==> src/hdl/arm_multiply_accumulate_unit_assert.svh <==
// Assertion macros for the ARM multiply-accumulate unit.
// Needs i_clk and i_rst_n in the scope of each use.
`ifndef ARM_MULTIPLY_ACCUMULATE_UNIT_ASSERT_SVH
`define ARM_MULTIPLY_ACCUMULATE_UNIT_ASSERT_SVH

// Property checked at every clock edge outside reset.
`define MAU_ASSERT(label, prop, msg) \
    label: assert property (@(posedge i_clk) disable iff (!i_rst_n) (prop)) else $error(msg);

// Condition in one cycle implies a condition in the next one.
`define MAU_ASSERT_NEXT(label, pre, post, msg) \
    label: assert property (@(posedge i_clk) disable iff (!i_rst_n) (pre) |=> (post)) \
        else $error(msg);

`endif

==> src/hdl/mau_pkg.sv <==
// Shared types and constants of the multiply-accumulate unit.
// No dependencies.
`timescale 1ns / 1ps

package mau_pkg;

    localparam int HALF_BITS = 16;

    typedef enum logic [4:0] {
        OP_MUL, OP_MLA, OP_MLS, OP_UMULL, OP_UMLAL, OP_UMAAL, OP_SMULL, OP_SMLAL,
        OP_SMULXY, OP_SMLAXY, OP_SMLALXY, OP_SMULWY, OP_SMLAWY, OP_SMMUL, OP_SMMLA,
        OP_SMMLS, OP_SMUAD, OP_SMLAD, OP_SMUSD, OP_SMLSD, OP_SMLALD, OP_SMLSLD
    } t_op;

    // How stage two forms the product term
    typedef enum logic [1:0] {
        MS_PROD, MS_WY, MS_DSUM, MS_DDIFF
    } t_msel;

    // Classified item, front to back
    typedef struct packed {
        logic        exec;
        logic        long_f;
        logic        flag_f;
        logic        q_f;
        logic        msw;
        logic        neg;
        t_msel       msel;
        logic [32:0] ma;
        logic [32:0] mb;
        logic [15:0] nlo;
        logic [15:0] nhi;
        logic [15:0] mlo;
        logic [15:0] mhi;
        logic [63:0] acc;
    } t_dec;

    // Finished result
    typedef struct packed {
        logic        executed;
        logic [31:0] res_lo;
        logic [31:0] res_hi;
        logic        writes_hi;
        logic        flags_valid;
        logic        n_flag;
        logic        z_flag;
        logic        q_overflow;
    } t_res;

endpackage

==> src/hdl/mau_front.sv <==
// Front end: classifies one multiply instruction into operand selects.
// Depends on mau_pkg.
`timescale 1ns / 1ps

module mau_front import mau_pkg::*; (
    input  logic [4:0]  i_req_type,
    input  logic [31:0] i_op_n,
    input  logic [31:0] i_op_m,
    input  logic [31:0] i_op_a,
    input  logic [31:0] i_op_hi,
    input  logic        i_n_top,
    input  logic        i_m_top,
    input  logic        i_round,
    input  logic        i_set_flags,
    input  logic        i_cond_passed,
    output t_dec        o_dec
);
    logic [15:0] hn, hm;
    logic [63:0] acc64, sxa, rnd_lo, rnd_hi;
    logic        valid, flag;

    assign hn     = i_n_top ? i_op_n[31:16] : i_op_n[15:0];
    assign hm     = i_m_top ? i_op_m[31:16] : i_op_m[15:0];
    assign acc64  = {i_op_hi, i_op_a};
    assign sxa    = {{32{i_op_a[31]}}, i_op_a};
    assign rnd_lo = {32'b0, i_round, 31'b0};
    assign rnd_hi = {i_op_a, i_round, 31'b0};

    always_comb begin
        o_dec        = '0;
        valid        = 1'b1;
        flag         = 1'b0;
        o_dec.msel   = MS_PROD;
        o_dec.ma     = {1'b0, i_op_n};
        o_dec.mb     = {1'b0, i_op_m};
        o_dec.nlo    = i_op_n[15:0];
        o_dec.nhi    = i_op_n[31:16];
        o_dec.mlo    = i_m_top ? i_op_m[31:16] : i_op_m[15:0];
        o_dec.mhi    = i_m_top ? i_op_m[15:0] : i_op_m[31:16];
        case (t_op'(i_req_type))
            OP_MUL:   flag = 1'b1;
            OP_MLA: begin flag = 1'b1; o_dec.acc = {32'b0, i_op_a}; end
            OP_MLS: begin o_dec.neg = 1'b1; o_dec.acc = {32'b0, i_op_a}; end
            OP_UMULL: begin o_dec.long_f = 1'b1; flag = 1'b1; end
            OP_UMLAL: begin o_dec.long_f = 1'b1; flag = 1'b1; o_dec.acc = acc64; end
            OP_UMAAL: begin
                o_dec.long_f = 1'b1;
                o_dec.acc    = 64'(i_op_hi) + 64'(i_op_a);
            end
            OP_SMULL, OP_SMLAL: begin
                o_dec.long_f = 1'b1;
                flag         = 1'b1;
                o_dec.ma     = {i_op_n[31], i_op_n};
                o_dec.mb     = {i_op_m[31], i_op_m};
                if (t_op'(i_req_type) == OP_SMLAL) o_dec.acc = acc64;
            end
            OP_SMULXY, OP_SMLAXY, OP_SMLALXY: begin
                o_dec.ma = 33'($signed(hn));
                o_dec.mb = 33'($signed(hm));
                if (t_op'(i_req_type) == OP_SMLAXY) begin
                    o_dec.acc = sxa;
                    o_dec.q_f = 1'b1;
                end else if (t_op'(i_req_type) == OP_SMLALXY) begin
                    o_dec.acc    = acc64;
                    o_dec.long_f = 1'b1;
                end
            end
            OP_SMULWY, OP_SMLAWY: begin
                o_dec.msel = MS_WY;
                o_dec.ma   = {i_op_n[31], i_op_n};
                o_dec.mb   = 33'($signed(hm));
                if (t_op'(i_req_type) == OP_SMLAWY) begin
                    o_dec.acc = sxa;
                    o_dec.q_f = 1'b1;
                end
            end
            OP_SMMUL, OP_SMMLA, OP_SMMLS: begin
                o_dec.msw = 1'b1;
                o_dec.ma  = {i_op_n[31], i_op_n};
                o_dec.mb  = {i_op_m[31], i_op_m};
                o_dec.acc = (t_op'(i_req_type) == OP_SMMUL) ? rnd_lo : rnd_hi;
                o_dec.neg = (t_op'(i_req_type) == OP_SMMLS);
            end
            OP_SMUAD:  begin o_dec.msel = MS_DSUM; o_dec.q_f = 1'b1; end
            OP_SMLAD:  begin o_dec.msel = MS_DSUM; o_dec.q_f = 1'b1; o_dec.acc = sxa; end
            OP_SMUSD:  o_dec.msel = MS_DDIFF;
            OP_SMLSD:  begin o_dec.msel = MS_DDIFF; o_dec.q_f = 1'b1; o_dec.acc = sxa; end
            OP_SMLALD: begin o_dec.msel = MS_DSUM; o_dec.long_f = 1'b1; o_dec.acc = acc64; end
            OP_SMLSLD: begin o_dec.msel = MS_DDIFF; o_dec.long_f = 1'b1; o_dec.acc = acc64; end
            default: valid = 1'b0;
        endcase
        o_dec.exec   = valid && i_cond_passed;
        o_dec.flag_f = flag && i_set_flags;
    end

endmodule

==> config.mk <==
export PLATFORM = sky130hd
export DESIGN_NAME = mau_front
export DESIGN_NICKNAME = d
export VERILOG_FILES = /design/src/hdl/arm_multiply_accumulate_unit_assert.svh /design/src/hdl/mau_pkg.sv /design/src/hdl/mau_front.sv
export SDC_FILE = /design/constraint.sdc
export NUM_CORES = 1
export LEC_CHECK = 0
export ABC_CLOCK_PERIOD_IN_PS = 6600
export BUFFER_PORTS_ARGS = -buffer_cell sky130_fd_sc_hd__buf_2
export CAP_MARGIN = 20
export CORE_AREA = 2 2 131 133
export DETAILED_ROUTE_END_ITERATION = 7
export DIE_AREA = 0 0 133 135
export PLACE_DENSITY = 0.52
export SLEW_MARGIN = 20
export SYNTH_ARGS = -nofsm -noshare
export SYNTH_HDL_FRONTEND = slang
export SYNTH_SLANG_ARGS = --single-unit
==> constraint.sdc <==
create_clock -name vclk -period 6.6
set_input_delay 0 -clock vclk [all_inputs]
set_output_delay 0 -clock vclk [all_outputs]
set_load 0.02 [all_outputs]
# Yosys cells after proc, flatten, opt, wreduce, memory -nomap -nowiden
# Index checks and enable logic that the tools add are counted.
[classes] addsub=1 n_eq_ne=21 n_mux=21 reduce_logical=17
[ops] cell="64-bit case mux with 8 select lines" count=1
[ops] cell="64-bit two-way mux" count=5
[ops] cell="66-bit case mux with 3 select lines" count=1
[ops] cell="16-bit two-way mux" count=3
[ops] cell="5-bit by 4-bit == test with 1-bit output, second input constant" count=8
[ops] cell="32-bit by 32-bit adder with 33-bit output" count=1
[ops] cell="5-bit == test, second input constant" count=6
[ops] cell="22-bit OR reduction" count=1
[ops] cell="5-bit by 3-bit == test with 1-bit output, second input constant" count=4
[ops] cell="3-bit OR reduction" count=6
[ops] cell="5-bit by 2-bit == test with 1-bit output, second input constant" count=2
[ops] cell="2-bit OR reduction" count=4
[ops] cell="1-bit two-way mux" count=7
[ops] cell="7-bit OR reduction" count=1
[ops] cell="2-bit case mux with 3 select lines" count=1
[ops] cell="6-bit OR reduction" count=1
[ops] cell="5-bit by 1-bit == test with 1-bit output, second input constant" count=1
[ops] cell="5-bit zero test" count=1
[ops] cell="5-bit OR reduction" count=1
[ops] cell="1-bit case mux with 2 select lines" count=2
[ops] cell="1-bit case mux with 3 select lines" count=1
[ops] cell="1-bit logical AND" count=2
[word_totals] reg_bits=0 in_bits=138 out_inout_bits=202 elab_cells=60

# Depth between registers and ports, before layout
[logic_depth] depth_word=4 depth_mapped=11 depth_no_buf=11

# Least setup slack after synthesis
# Ideal clock, no wire load.
[synth_timing] path_type="input port to output port" start="input i_op_a[0]" end="output o_dec[28] (netlist bit)" arrival_time_ps=2399 path_slack_ps=4201 cell_stages=11 path_cell_list="ha_1 inv_1 fa_1 nand2b_4 a21oi_4 o31ai_2 o31a_1 o41ai_4 a221oi_2 or4_1 nand3_1"
[synth_lines] item="start, declared" line_no="mau_front.sv:9" source="input logic [31:0] i_op_a,"
[synth_lines] item="end, declared" line_no="mau_front.sv:16" source="output t_dec o_dec"

==> flow_metrics.py <==
metrics = {
    "yosys": {
        "syn_inst": 567,
        "ys_types": 58,
        "yosysWarnings": 0,
        "ys_top_cells_by_area": "mux2_2 (17%), ha_1 (10%), a221o_1 (7.8%)",
        "yosysSeqAreaShare_pct": 0,
        "netlist_area_um2": 3990,
        "syn_nets": 738,
        "yosysTopAreaCell": "mux2_2",
        "yosys.area.top_type_share_pct": 17.2,
        "syn_area_per_cell_um2": 7.03,
    },
    "drt": {
        "drc": 0,
        "dr.pass1.iters": 6,
        "drt-total-wl_um": 18500,
        "routedWlPerCell_um": 17.5,
        "postRouteAntennaNets": 0,
        "route.vias.total": 5308,
        "vias_per_cell": 5.02,
        "dr.first_iter.drc_count": 282,
    },
    "die": {
        "die_h_um": 135,
        "core_um2": 16400,
        "initial_core_util_pct": 24.3,
        "die_width_um": 133,
        "die_area_um2": 18000,
        "ios": 340,
        "rows": 47,
    },
    "placement": {
        "place_inst": 1058,
        "numPortBuffers": 340,
        "dp_hpwl_um": 15300,
        "finalWeightedCongestion": 0.847,
    },
    "grt": {
        "grt_pass1_wl_um": 27500,
        "grt_max_degree": 33,
        "grt_usage_pct": 18.6,
        "grt_overflow": 0,
        "grt_pass1_vias": 4926,
        "antenna_found_initial": 0,
    },
    "worst_hold_path": {
        "min-delay-start": "i_op_n[4]",
        "hold_path_end": "o_dec[116]",
        "hold_path.class": "in -> out",
        "min_path_cells": 2,
    },
    "cells_and_area": {
        "clock_buffers": 0,
        "regArea_um2": 0,
        "syn_to_final_growth_pct": 41.2,
        "final_cells": 1058,
        "num_antenna_cells": 0,
        "fillCellCount": 1819,
        "drive_above_1_share_pct": 50.4,
        "nNetsFinal": 1011,
        "seq_cells": 0,
    },
    "clocking": {
        "cts_hold_buf": 0,
        "cts.repair.resized": 0,
        "postCtsSetupBuffers": 0,
    },
    "sta": {
        "tightest_slew_ps": 836,
        "fin_tns_setup_ps": 0,
        "relSlewSlack_pct": 44.1,
        "rsz0062_at_grt": "no",
        "finalMaxSlewViolations": 0,
        "fin_crit_sh_pct": 42.3,
        "hold_viol": 0,
        "clock.fmax_mhz": 359,
        "finalCriticalPeriod_ps": 2790,
        "setup_viol": 0,
    },
    "run": {
        "cap_violations": 0,
    },
    "setup_path": {
        "setup.worst_path.class": "in -> out",
        "crit_required_ps": 6600,
        "crit_path_max_fanout": 3,
        "critical_path.endpoint_type": "primary output",
        "worstSetupStartpointType": "input port",
        "arrival_ps": 2790,
    },
    "status": {
        "status": "complete, no violations",
    },
    "power": {
        "p_leak_nw": 2.98,
        "ir_drop_mv": 0.0458,
        "p_per_area_nw_per_um2": 105,
    },
}
-- metrics by stage --
step / power (mW) / worst slack, ps / instance area (um^2) / hold slack (ps) / util [%]
after floorplan: 0.397 / 4200 / 3990 / 113 / -
after global placement: 0.592 / 3850 / 5630 / 232 / 34.3
after detailed placement: 0.590 / 3810 / 5630 / 232 / 34.3
after CTS: 0.594 / 3800 / 5630 / 232 / 34.3
after global routing: 0.642 / 3650 / 5630 / 237 / 34.3
final: 0.591 / 3810 / 5630 / 232 / 34.3
-- cell usage in the layout, fill, tap and decap left out, drive strengths merged, types with 19 or more instances in the layout --
cell type,instances
mux2,61
ha,32
buf,347
o21a,19
a21oi,43
a221o,31
nor2,23
nand2,71
o21ai,53
a21o,30
-- routing by layer --
metal	part of all wire, %	GRT usage (%)	up-vias
li1	-	-	2653
met1	46	25.8	2456
met2	49	33.0	191
met3	4.8	1.31	8
met4	0.81	1.61	0
met5	0	0	-
-- where the power goes --
group          internal [mW]  switching [mW]
clock                      0               0
sequential                 0               0
combinational          0.227           0.364
-- cell families (layout without fill, tap and decap cells) --
| logic type | Yosys count | in the layout | synth area share [%] |
|---|---|---|---|
| adders and majority gates | 33 | 33 | 10.5 |
| muxes | 63 | 63 | 17.7 |
| and+or+nand+nor | 134 | 134 | 15.1 |
| xor gates and xnor gates | 29 | 29 | 6.37 |
| AOI/OAI and AO/OA | 220 | 220 | 38.9 |
| buffers and inverters | 88 | 359 | 11.3 |
-- critical path, cell delays in order --
cell,delay (ps)
buf_2,100
ha_1,170
inv_1,60
fa_1,380
nand2b_4,180
a21oi_4,180
o31ai_2,90
o31a_1,380
o41ai_4,380
a221oi_2,140
or4_1,480
nand3_1,80
buf_2,160
-- synth_stat cells, drive strengths merged, types with 3 or more instances --
library cell	number
xor2	14
nand2	71
mux2	61
o31ai	3
nand3	11
nand4	7
clkbuf	42
ha	32
o21ai	53
o21a	19
a21o	30
and3	3
o21bai	5
inv	12
nor2	23
a221oi	3
nor2b	4
a21oi	43
buf	34
a221o	31
xnor2	15
a22o	3
a211oi	3
a31oi	7
o31a	3
and2	3
-- worst max path at each step --
stage               cells after the start       from  slack, ps   endpoint
CTS                                    13  i_op_a[0]       3800  o_dec[28]
global route                           13  i_op_a[0]       3650  o_dec[28]
detailed placement                     13  i_op_a[0]       3810  o_dec[28]
global placement                       13  i_op_a[0]       3850  o_dec[28]
finish                                 13  i_op_a[0]       3810  o_dec[28]
floorplan                              11  i_op_a[0]       4200  o_dec[28]
-- final cells by class --
| class | count | area [um^2] | area share, % |
|---|---|---|---|
| multi-input combinational | 479 | 3550 | 63.1 |
| timing repair buffer | 347 | 1750 | 31.2 |
| tap | 220 | 275 | 4.89 |
| inverter | 12 | 45.0 | 0.800 |
No activity file was read; power rests on OpenSTA's default activity.
