File: src/hdl/arm_multiply_accumulate_unit_assert.svh
// Assertion macros for the ARM multiply-accumulate unit.
// Needs i_clk and i_rst_n in the scope of each use.
`ifndef ARM_MULTIPLY_ACCUMULATE_UNIT_ASSERT_SVH
`define ARM_MULTIPLY_ACCUMULATE_UNIT_ASSERT_SVH

// Property checked at every clock edge outside reset.
`define MAU_ASSERT(label, prop, msg) \
    label: assert property (@(posedge i_clk) disable iff (!i_rst_n) (prop)) else $error(msg);

// Condition in one cycle implies a condition in the next one.
`define MAU_ASSERT_NEXT(label, pre, post, msg) \
    label: assert property (@(posedge i_clk) disable iff (!i_rst_n) (pre) |=> (post)) \
        else $error(msg);

`endif

File: src/hdl/mau_fifo.sv
// Small register-based queue with occupancy count.
// No dependencies.
`timescale 1ns / 1ps

module mau_fifo #(
    parameter int P_WIDTH = 8,
    parameter int P_DEPTH = 2
) (
    input  logic                             i_clk,
    input  logic                             i_rst_n,
    input  logic                             i_push,
    input  logic [P_WIDTH-1:0]               i_data,
    output logic                             o_full,
    input  logic                             i_pop,
    output logic [P_WIDTH-1:0]               o_data,
    output logic                             o_empty,
    output logic [$clog2(P_DEPTH+1)-1:0]     o_count
);
    localparam int AW = (P_DEPTH > 1) ? $clog2(P_DEPTH) : 1;
    localparam int CW = $clog2(P_DEPTH+1);
    localparam logic [AW-1:0] LAST = AW'(P_DEPTH - 1);
    localparam logic [CW-1:0] FULL_CNT = CW'(P_DEPTH);

    logic [P_WIDTH-1:0] r_mem [P_DEPTH];
    logic [AW-1:0]      r_wp, r_rp;
    logic [CW-1:0]      r_cnt;
    logic               wr, rd;

    assign o_full  = (r_cnt == FULL_CNT);
    assign o_empty = (r_cnt == '0);
    assign o_count = r_cnt;
    assign o_data  = r_mem[r_rp];
    assign wr      = i_push && !o_full;
    assign rd      = i_pop && !o_empty;

    always_ff @(posedge i_clk) begin
        if (!i_rst_n) begin
            r_wp  <= '0;
            r_rp  <= '0;
            r_cnt <= '0;
        end else begin
            if (wr) r_wp <= (r_wp == LAST) ? '0 : r_wp + 1'b1;
            if (rd) r_rp <= (r_rp == LAST) ? '0 : r_rp + 1'b1;
            if (wr && !rd) r_cnt <= r_cnt + 1'b1;
            else if (rd && !wr) r_cnt <= r_cnt - 1'b1;
        end
    end

    always_ff @(posedge i_clk) begin
        if (wr) r_mem[r_wp] <= i_data;
    end

endmodule

File: config.mk
export PLATFORM = sky130hd
export DESIGN_NAME = mau_fifo
export DESIGN_NICKNAME = d
export VERILOG_FILES = /design/src/hdl/arm_multiply_accumulate_unit_assert.svh /design/src/hdl/mau_fifo.sv
export SDC_FILE = /design/constraint.sdc
export NUM_CORES = 1
export LEC_CHECK = 0
export ABC_AREA = 1
export ABC_CLOCK_PERIOD_IN_PS = 1720
export BUFFER_PORTS_ARGS = -buffer_cell sky130_fd_sc_hd__buf_2
export CAP_MARGIN = 20
export CORE_MARGIN = 2
export CORE_UTILIZATION = 48
export DETAILED_ROUTE_END_ITERATION = 16
export HOLD_SLACK_MARGIN = 0.06
export PLACE_DENSITY = 0.71
export SLEW_MARGIN = 20
export SYNTH_ARGS = -nofsm -noshare
export SYNTH_HDL_FRONTEND = slang
export SYNTH_SLANG_ARGS = --single-unit
File: constraint.sdc
create_clock -name i_clk -period 1.72 [get_ports i_clk]
set_clock_uncertainty 0.2 [all_clocks]
set_input_delay 0.258 -clock i_clk [delete_from_list [all_inputs] [get_ports i_clk]]
set_output_delay 0.258 -clock i_clk [all_outputs]
set_load 0.02 [all_outputs]
=== After elaboration in Yosys (flattened, before gate mapping) ===
Memories as Yosys holds them, arrays and structs flattened. A register that Yosys moved wholly into a read port is not among the register bits.
Index checks and enable logic that the tools add are counted.

* Memories: 1
* Input bits: 12
* Logic and storage cells: 27
* Output and inout bits: 12
* Bits in writable memories: 16
* Flip-flop bits (word level): 4

* $add $sub $neg: 4
* Eq/ne operators: 1
* Muxes and demuxes: 8
* Reductions and logical operators: 10

{| class="wikitable"
|+ Memory list
! memory !! depth !! width !! rd ports !! clocked after Yosys merged registers in !! write ports !! line !! source
|-
| r_mem || 2 || 8 || 1 || 1 || 1 || mau_fifo.sv:24 || <nowiki>logic [P_WIDTH-1:0] r_mem [P_DEPTH];</nowiki>
|}

{| class="wikitable"
|+ Operator list
! operator !! number
|-
| $mux W1 || 6
|-
| $logic_and A1 B1 Y1 || 4
|-
| $logic_not A1 Y1 || 4
|-
| $mux W2 || 2
|-
| $add A1 B1 Y1 const B || 2
|-
| $add A2 B1 Y2 const B || 1
|-
| $eq A2 B2 Y1 const B || 1
|-
| $logic_not A2 Y1 || 1
|-
| $reduce_bool A2 Y1 || 1
|-
| $sub A2 B1 Y2 const B || 1
|}

=== Depth between registers and ports, before layout ===
Gate-level depths: netlist of the first run.

* Depth after elaboration: 7
* Gate-level depth with buffers: 10
* Mapped depth without buffers: 10

=== Worst setup path before layout of the first run ===
OpenSTA, ideal clock, no wires.

* Kind: flip-flop to flip-flop
* From: reg r_cnt[0] (netlist: o_count[0])
* To: reg r_cnt[1] (netlist: o_count[1])
* Path slack: -0.051 ns
* Cell stages (with the launch flop): 10
* Clock period less this slack: 1.771 ns
* Data required time: 1.456 ns
* Arrival time: 1.507 ns
* Cells stage by stage: dfxtp_1 nor2_1 nor2_2 inv_1 ha_1 inv_1 nand3_1 nand2_1 inv_1 nor2_1

* Longest elaborated chain between the ends: 6
* Elaborated cells on any way between the ends: 15
* Those cells by class: add/sub (2); eq/ne (1); mux (2); reduce/logical (10)

{| class="wikitable"
|+ Ends and longest elaborated chain
! what !! line !! source
|-
| from (decl) || mau_fifo.sv:26 || <nowiki>logic [CW-1:0] r_cnt;</nowiki>
|-
| from (signal assigned) || mau_fifo.sv:44 || <nowiki>if (wr && !rd) r_cnt <= r_cnt + 1'b1;</nowiki>
|-
| from (signal assigned) || mau_fifo.sv:45 || <nowiki>else if (rd && !wr) r_cnt <= r_cnt - 1'b1;</nowiki>
|-
| $logic_not A2 Y1 (*) || mau_fifo.sv:30 || <nowiki>assign o_empty = (r_cnt == '0);</nowiki>
|-
| net o_empty || mau_fifo.sv:16 || <nowiki>output logic o_empty,</nowiki>
|-
| $logic_not A1 Y1 (*) || mau_fifo.sv:34 || <nowiki>assign rd = i_pop && !o_empty;</nowiki>
|-
| $logic_and A1 B1 Y1 (*) || mau_fifo.sv:34 ||
|-
| $logic_not A1 Y1 || mau_fifo.sv:44 ||
|-
| $logic_and A1 B1 Y1 || mau_fifo.sv:44 ||
|-
| $mux W2 or $reduce_bool A2 Y1 (tied branches) || -- ||
|}

Mark *: on every way through the listed nets, which the timed path passes. The rest lies on a longest branch. The select of a mux whose other input is x is not followed.
A chain may end at the register's enable or synchronous reset.

==> flow_summary.json, run 1 <==
{
  "track_usage": 0.132,
  "num_rows": 14,
  "synth.mux.area_fraction": 0.109,
  "synth.top_cell.area_share": 0.584,
  "ir_drop_mv": 0.967,
  "syn_inst": 63,
  "slowest_delay_ps": 420,
  "dieArea_um2": 2060,
  "hold_end": "r_wp$_SDFFE_PN0N_",
  "slowest_stage": "dfxtp_4",
  "synthSimpleGateAreaFrac": 0.0942,
  "cts_root_buf": "clkbuf_4",
  "critPathTopFamily": "flip-flops",
  "synthAdderAreaFrac": 0.0152,
  "cts_buffers": 3,
  "fmax_mhz": 597,
  "ant_nets": 0,
  "synth.distinct_cells": 15,
  "yosys_warnings": 0,
  "die_height_um": 45.4,
  "power.density_nw_per_um2": 1370,
  "wire_per_inst_um": 11.4,
  "cp.required_ps": 1260,
  "avgSynthCellArea_um2": 13.1,
  "drc": 0,
  "fin_util": 0.712,
  "port_buffers": 23,
  "drtPass1Iterations": 3,
  "status": "finished clean",
  "finalSetupViolations": 0,
  "final_cell_mix": "buf_2, edfxtp_1, nor2_1",
  "tns_ps": 0,
  "final_common_cell": "buf_2",
  "seq_area_frac_synth": 0.705,
  "vias_per_cell": 4.79,
  "critical_path_arrival_ps": 1220,
  "clk_latency_ps": 280,
  "layout-drive-gt1-share": 0.440,
  "ios": 24,
  "synth-xor-area-share": 0,
  "areaGrowthSynthToFinish_pct": 34.8,
  "r2r_end": "r_mem[1][5]$_DFFE_PP_",
  "fin_area_um2": 1110,
  "cts_tree": "yes",
  "postCtsSetupBuffers": 0,
  "period_share": 0.975,
  "syn_nets": 76,
  "start_kind": "flop",
  "p_leak_nw": 0.471,
  "slew_viol_final": 0,
  "worstHoldStart": "i_push",
  "path_clk_slew_ps": 110,
  "vias": 556,
  "gp_congestion": 0.702,
  "first_iter_violations": 3,
  "final_cells": 116,
  "antennaDiodeCount": 0,
  "hold_class": "in -> reg",
  "reg2reg_depth": 3,
  "core_um2": 1560,
  "relSlewSlack": 0.526,
  "synth_area_leaders": "edfxtp_1, dfxtp_1, mux2_2",
  "place_area_um2": 970,
  "nNetsFinal": 114,
  "overflow": 0,
  "min_period_ps": 1680,
  "synth_top_family_by_area": "multiplexers",
  "dp_hpwl_um": 898,
  "grt_pass1_vias": 506,
  "synth_top_cell_by_area": "edfxtp_1",
  "crit_fanout": 8,
  "crit_path_cell_trace": "mux2_2, buf_4",
  "crit_buf_inv": 1,
  "worstMarginPinSlew_ps": 708,
  "synth_seq_cells": 21,
  "clock-sinks": 21,
  "syn_area_um2": 823,
  "grt_pass1_wl_um": 1900,
  "start_util": 0.528,
  "grt_max_degree": 13,
  "antenna_found_initial": 0,
  "r2r_start": "o_count[1]$_SDFFE_PN0P_",
  "cts_buffer_depth": 2,
  "maxCapViolCount": 0,
  "dpl.cell_count": 103,
  "postRouteWirelength_um": 1320,
  "holdPathStages": 4,
  "path_class": "reg -> out",
  "synth_compound_area_frac": 0.0289,
  "die_w_um": 45.4,
  "cp-end-kind": "primary output",
  "htreeDepth": 1,
  "rsz0062_at_grt": "true",
  "finalHoldViolCount": 0,
  "r2r_setup_slack_ps": 90
}
## timing repair
item                                   4_1_cts  5_1_grt
hold buffers                                 9        0
endpoints found under the hold margin       21        0
setup endpoints to repair                    8        2
pin swaps                                    0        1
gates resized for setup                      2        4
## logic make-up after synthesis
family                     count (synthesis)
DFF                                       21
and+or+nand+nor                           19
buffers and inverters                     10
muxes                                      8
AOI/OAI and AO/OA                          4
adders and majority gates                  1
## synth_stat cells, drive strengths merged
master	n
dfxtp	5
buf	1
edfxtp	16
mux2	8
o21ai	3
a21oi	1
ha	1
nor2	11
nand2	6
nand4	1
nand3	1
inv	9
## power breakdown
part | internal (mW) | switching [mW]
logic | 0.240 | 0.333
clock network | 0.0863 | 0.135
registers | 0.660 | 0.0611
total | 0.987 | 0.529
## worst max-delay path by stage
stage / cells after the start / startpoint / slack (ps) / end
after floorplan: 8 / o_count[1]$_SDFFE_PN0P_ / 20 / o_count[1]$_SDFFE_PN0P_
after global placement: 9 / o_count[1]$_SDFFE_PN0P_ / 170 / o_count[1]$_SDFFE_PN0P_
after detailed placement: 3 / o_count[1]$_SDFFE_PN0P_ / 70 / r_mem[1][3]$_DFFE_PP_
after CTS: 2 / flop / 30 / o_data[0]
after global routing: 3 / o_count[1]$_SDFFE_PN0P_ / -3 / r_mem[1][7]$_DFFE_PP_
final: 2 / flop / 40 / o_data[0]
## stage by stage
stage                     power [mW]  hold slack, ps  worst slack [ps]
after floorplan                 1.09             157              24.1
after global placement          1.25             248               167
after detailed placement        1.26             249              71.3
after CTS                       1.51             115              26.1
after global routing            1.62             155             -2.51
final                           1.52             124              43.8
## flip-flops by register name (all words and copies together) (netlist names), named ones only
| name | flops |
|---|---|
| o_count | 2 |
| r_mem | 16 |
| r_rp | 1 |
| r_wp | 1 |
## worst min-delay path, cell delays in order
cell     delay, ps
buf_2          100
o21ai_2         70
o21ai_0         70
nor2_1          70
## area by class of cell
class	instances	area, µm²
multi-input combinational	32	216
sequential	21	589
inverter	9	33.8
clock buffer	3	22.5
timing repair buffer	34	223
clock inverter	1	5.00
fill	111	449
tap	16	20.0
## layer usage
layer  global-route usage  share of wire  up-vias
li1                     -              -      285
met1                0.135           0.42      259
met3               0.0238          0.032        0
met5                    0              0        -
met4               0.0529              0        0
met2                0.256           0.54       12
Note: power is estimated with default switching activity, not from simulation.
==> run 2: changes to the inputs <==
- ABC_CLOCK_PERIOD_IN_PS: 1720 -> 1400
- CORE_UTILIZATION: 48 -> 44
- PLACE_DENSITY: 0.71 -> 0.68
- SETUP_SLACK_MARGIN: not set -> 0.5
- clock period: 1.72 -> 1.4 ns (I/O delays scaled with it)
==> run 2 against run 1 <==
The run now ends with negative hold slack, negative setup slack left. Largest cell class unchanged. Critical path depth did not move. First-iteration DRC count stayed put. Routed wire length rose by 26%. Sequential power up 32%. Core utilization rose by 6.2 points. Largest power group is now combinational cells. Total power is 71% higher. Flip-flop and latch count stayed put. Clock-buffer cell count unchanged. Die area up 8.3%. Combinational power up 140%. Sequential share of layout area fell by 9.3 points. Global-route usage grew 2.8 points. Critical endpoint unchanged.
==> flow_summary.json, run 2 (synthesis gave the netlist of run 1 again) <==
{
  "fillers": 115,
  "nNetsFinal": 116,
  "cp.required_ps": 990,
  "cp-end-kind": "primary output",
  "drc": 0,
  "place_area_um2": 1080,
  "final_cell_mix": "buf_6, edfxtp_1, buf_2",
  "finalHoldViolCount": 21,
  "vias": 586,
  "vias_per_cell": 4.61,
  "r2r_end": "o_count[1]$_SDFFE_PN0P_",
  "grt_max_degree": 13,
  "p_leak_nw": 0.575,
  "overflow": 0,
  "period_share": 1.15,
  "postRouteWirelength_um": 1670,
  "timing.final.ws_setup_ps": -217,
  "r2r_setup_slack_ps": -120,
  "ff_latch_area_um2": 592,
  "relSlewSlack": 0.871,
  "track_usage": 0.159,
  "final_common_cell": "buf_6",
  "multi_input_area_um2": 325,
  "die_w_um": 47.3,
  "antennaDiodeCount": 0,
  "crit_fanout": 8,
  "violations": "negative hold slack, negative setup slack",
  "htreeDepth": 1,
  "layout-drive-gt1-share": 0.696,
  "hold_end": "r_mem[1][4]$_DFFE_PP_",
  "fin_area_um2": 1350,
  "largest_reg_flops": 16,
  "dp_hpwl_um": 963,
  "tns_ps": -1940,
  "holdWs_ps": -103,
  "reg2reg_depth": 10,
  "worstMarginPinSlew_ps": 194,
  "place_ws_ps": -25.6,
  "wire_per_inst_um": 13.1,
  "antenna_found_initial": 0,
  "r2r_start": "o_count[1]$_SDFFE_PN0P_",
  "grt_pass1_vias": 568,
  "die_height_um": 47.3,
  "start_util": 0.472,
  "max_flop_register": "r_mem",
  "slew_viol_final": 0,
  "path_clk_slew_ps": 110,
  "status": "complete, but fails checks",
  "areaGrowthSynthToFinish_pct": 64.0,
  "fmax_mhz": 618,
  "ant_nets": 0,
  "port_buffers": 23,
  "power.density_nw_per_um2": 1920,
  "grt_pass1_wl_um": 2350,
  "dieArea_um2": 2230,
  "gp_congestion": 0.725,
  "clk_latency_ps": 290,
  "maxCapViolCount": 0,
  "core_um2": 1750,
  "ir_drop_mv": 1.59,
  "worstHoldStart": "i_data[4]",
  "min_period_ps": 1620,
  "cts_tree": "yes",
  "hold_class": "in -> reg",
  "drtPass1Iterations": 4,
  "clock-sinks": 21,
  "first_iter_violations": 3,
  "critical_path_arrival_ps": 1210,
  "cts_buffers": 3,
  "rsz0062_at_grt": "true",
  "ios": 24,
  "start_kind": "flop",
  "num_rows": 15,
  "holdPathStages": 1,
  "finalSetupViolations": 13,
  "path_class": "reg -> out",
  "cts_buffer_depth": 2,
  "cts_root_buf": "clkbuf_4"
}
==> run 2: worst max-delay path: stages (launching register included) <==
cell	delay, ps
dfxtp_4	450
mux2_4	330
buf_6	130
==> run 2: worst max-delay path by stage <==
stage | start | end | slack (ps) | cells after the start
6_report | flop | o_data[0] | -220 | 2
5_1_grt | flop | o_data[0] | -260 | 2
4_1_cts | flop | o_data[6] | -230 | 2
3_5_place_dp | o_count[1]$_SDFFE_PN0P_ | o_count[1]$_SDFFE_PN0P_ | -30 | 9
3_3_place_gp | o_count[1]$_SDFFE_PN0P_ | o_count[1]$_SDFFE_PN0P_ | 6 | 8
2_1_floorplan | o_count[1]$_SDFFE_PN0P_ | r_mem[1][0]$_DFFE_PP_ | -60 | 3
==> run 2: final cells by class <==
| type | count | share of cell area |
|---|---|---|
| clock buffers | 3 | 0.0167 |
| clock inverters | 1 | 0.00371 |
| inverters | 9 | 0.0269 |
| multi-input cells | 32 | 0.241 |
| flip-flops and latches | 21 | 0.438 |
| well taps | 25 | 0.0232 |
| repair buffers | 36 | 0.250 |
==> run 2: stage by stage <==
step,instances,power [mW],util,hold WS [ps]
after global routing,127,2.73,0.773,-126
after global placement,117,1.73,0.619,197
after CTS,123,2.42,0.737,-111
after floorplan,63,1.49,-,109
final,127,2.59,0.773,-103
after detailed placement,117,1.76,0.619,201
==> run 2: metal layers <==
layer	part of all wire	global-route usage	wire length [µm]
met1	0.37	0.178	609
met2	0.60	0.289	995
met3	0.029	0.0231	48
met4	0.0066	0.0833	11
met5	0	0	0
==> run 2: what timing repair did <==
| action | in CTS | in global routing |
|---|---|---|
| resized for setup | 46 | 9 |
| hold endpoints to repair | 21 | 21 |
| endpoints found under the setup margin | 33 | 33 |
| pin swaps | 5 | 3 |
| setup buffers | 2 | 4 |
==> run 2: where the power goes <==
group	leakage (nW)	internal (mW)	switching [mW]	total, mW
combinational	0.365	0.752	0.614	1.37
sequential	0.193	0.817	0.132	0.949
clock	0.0177	0.106	0.171	0.277
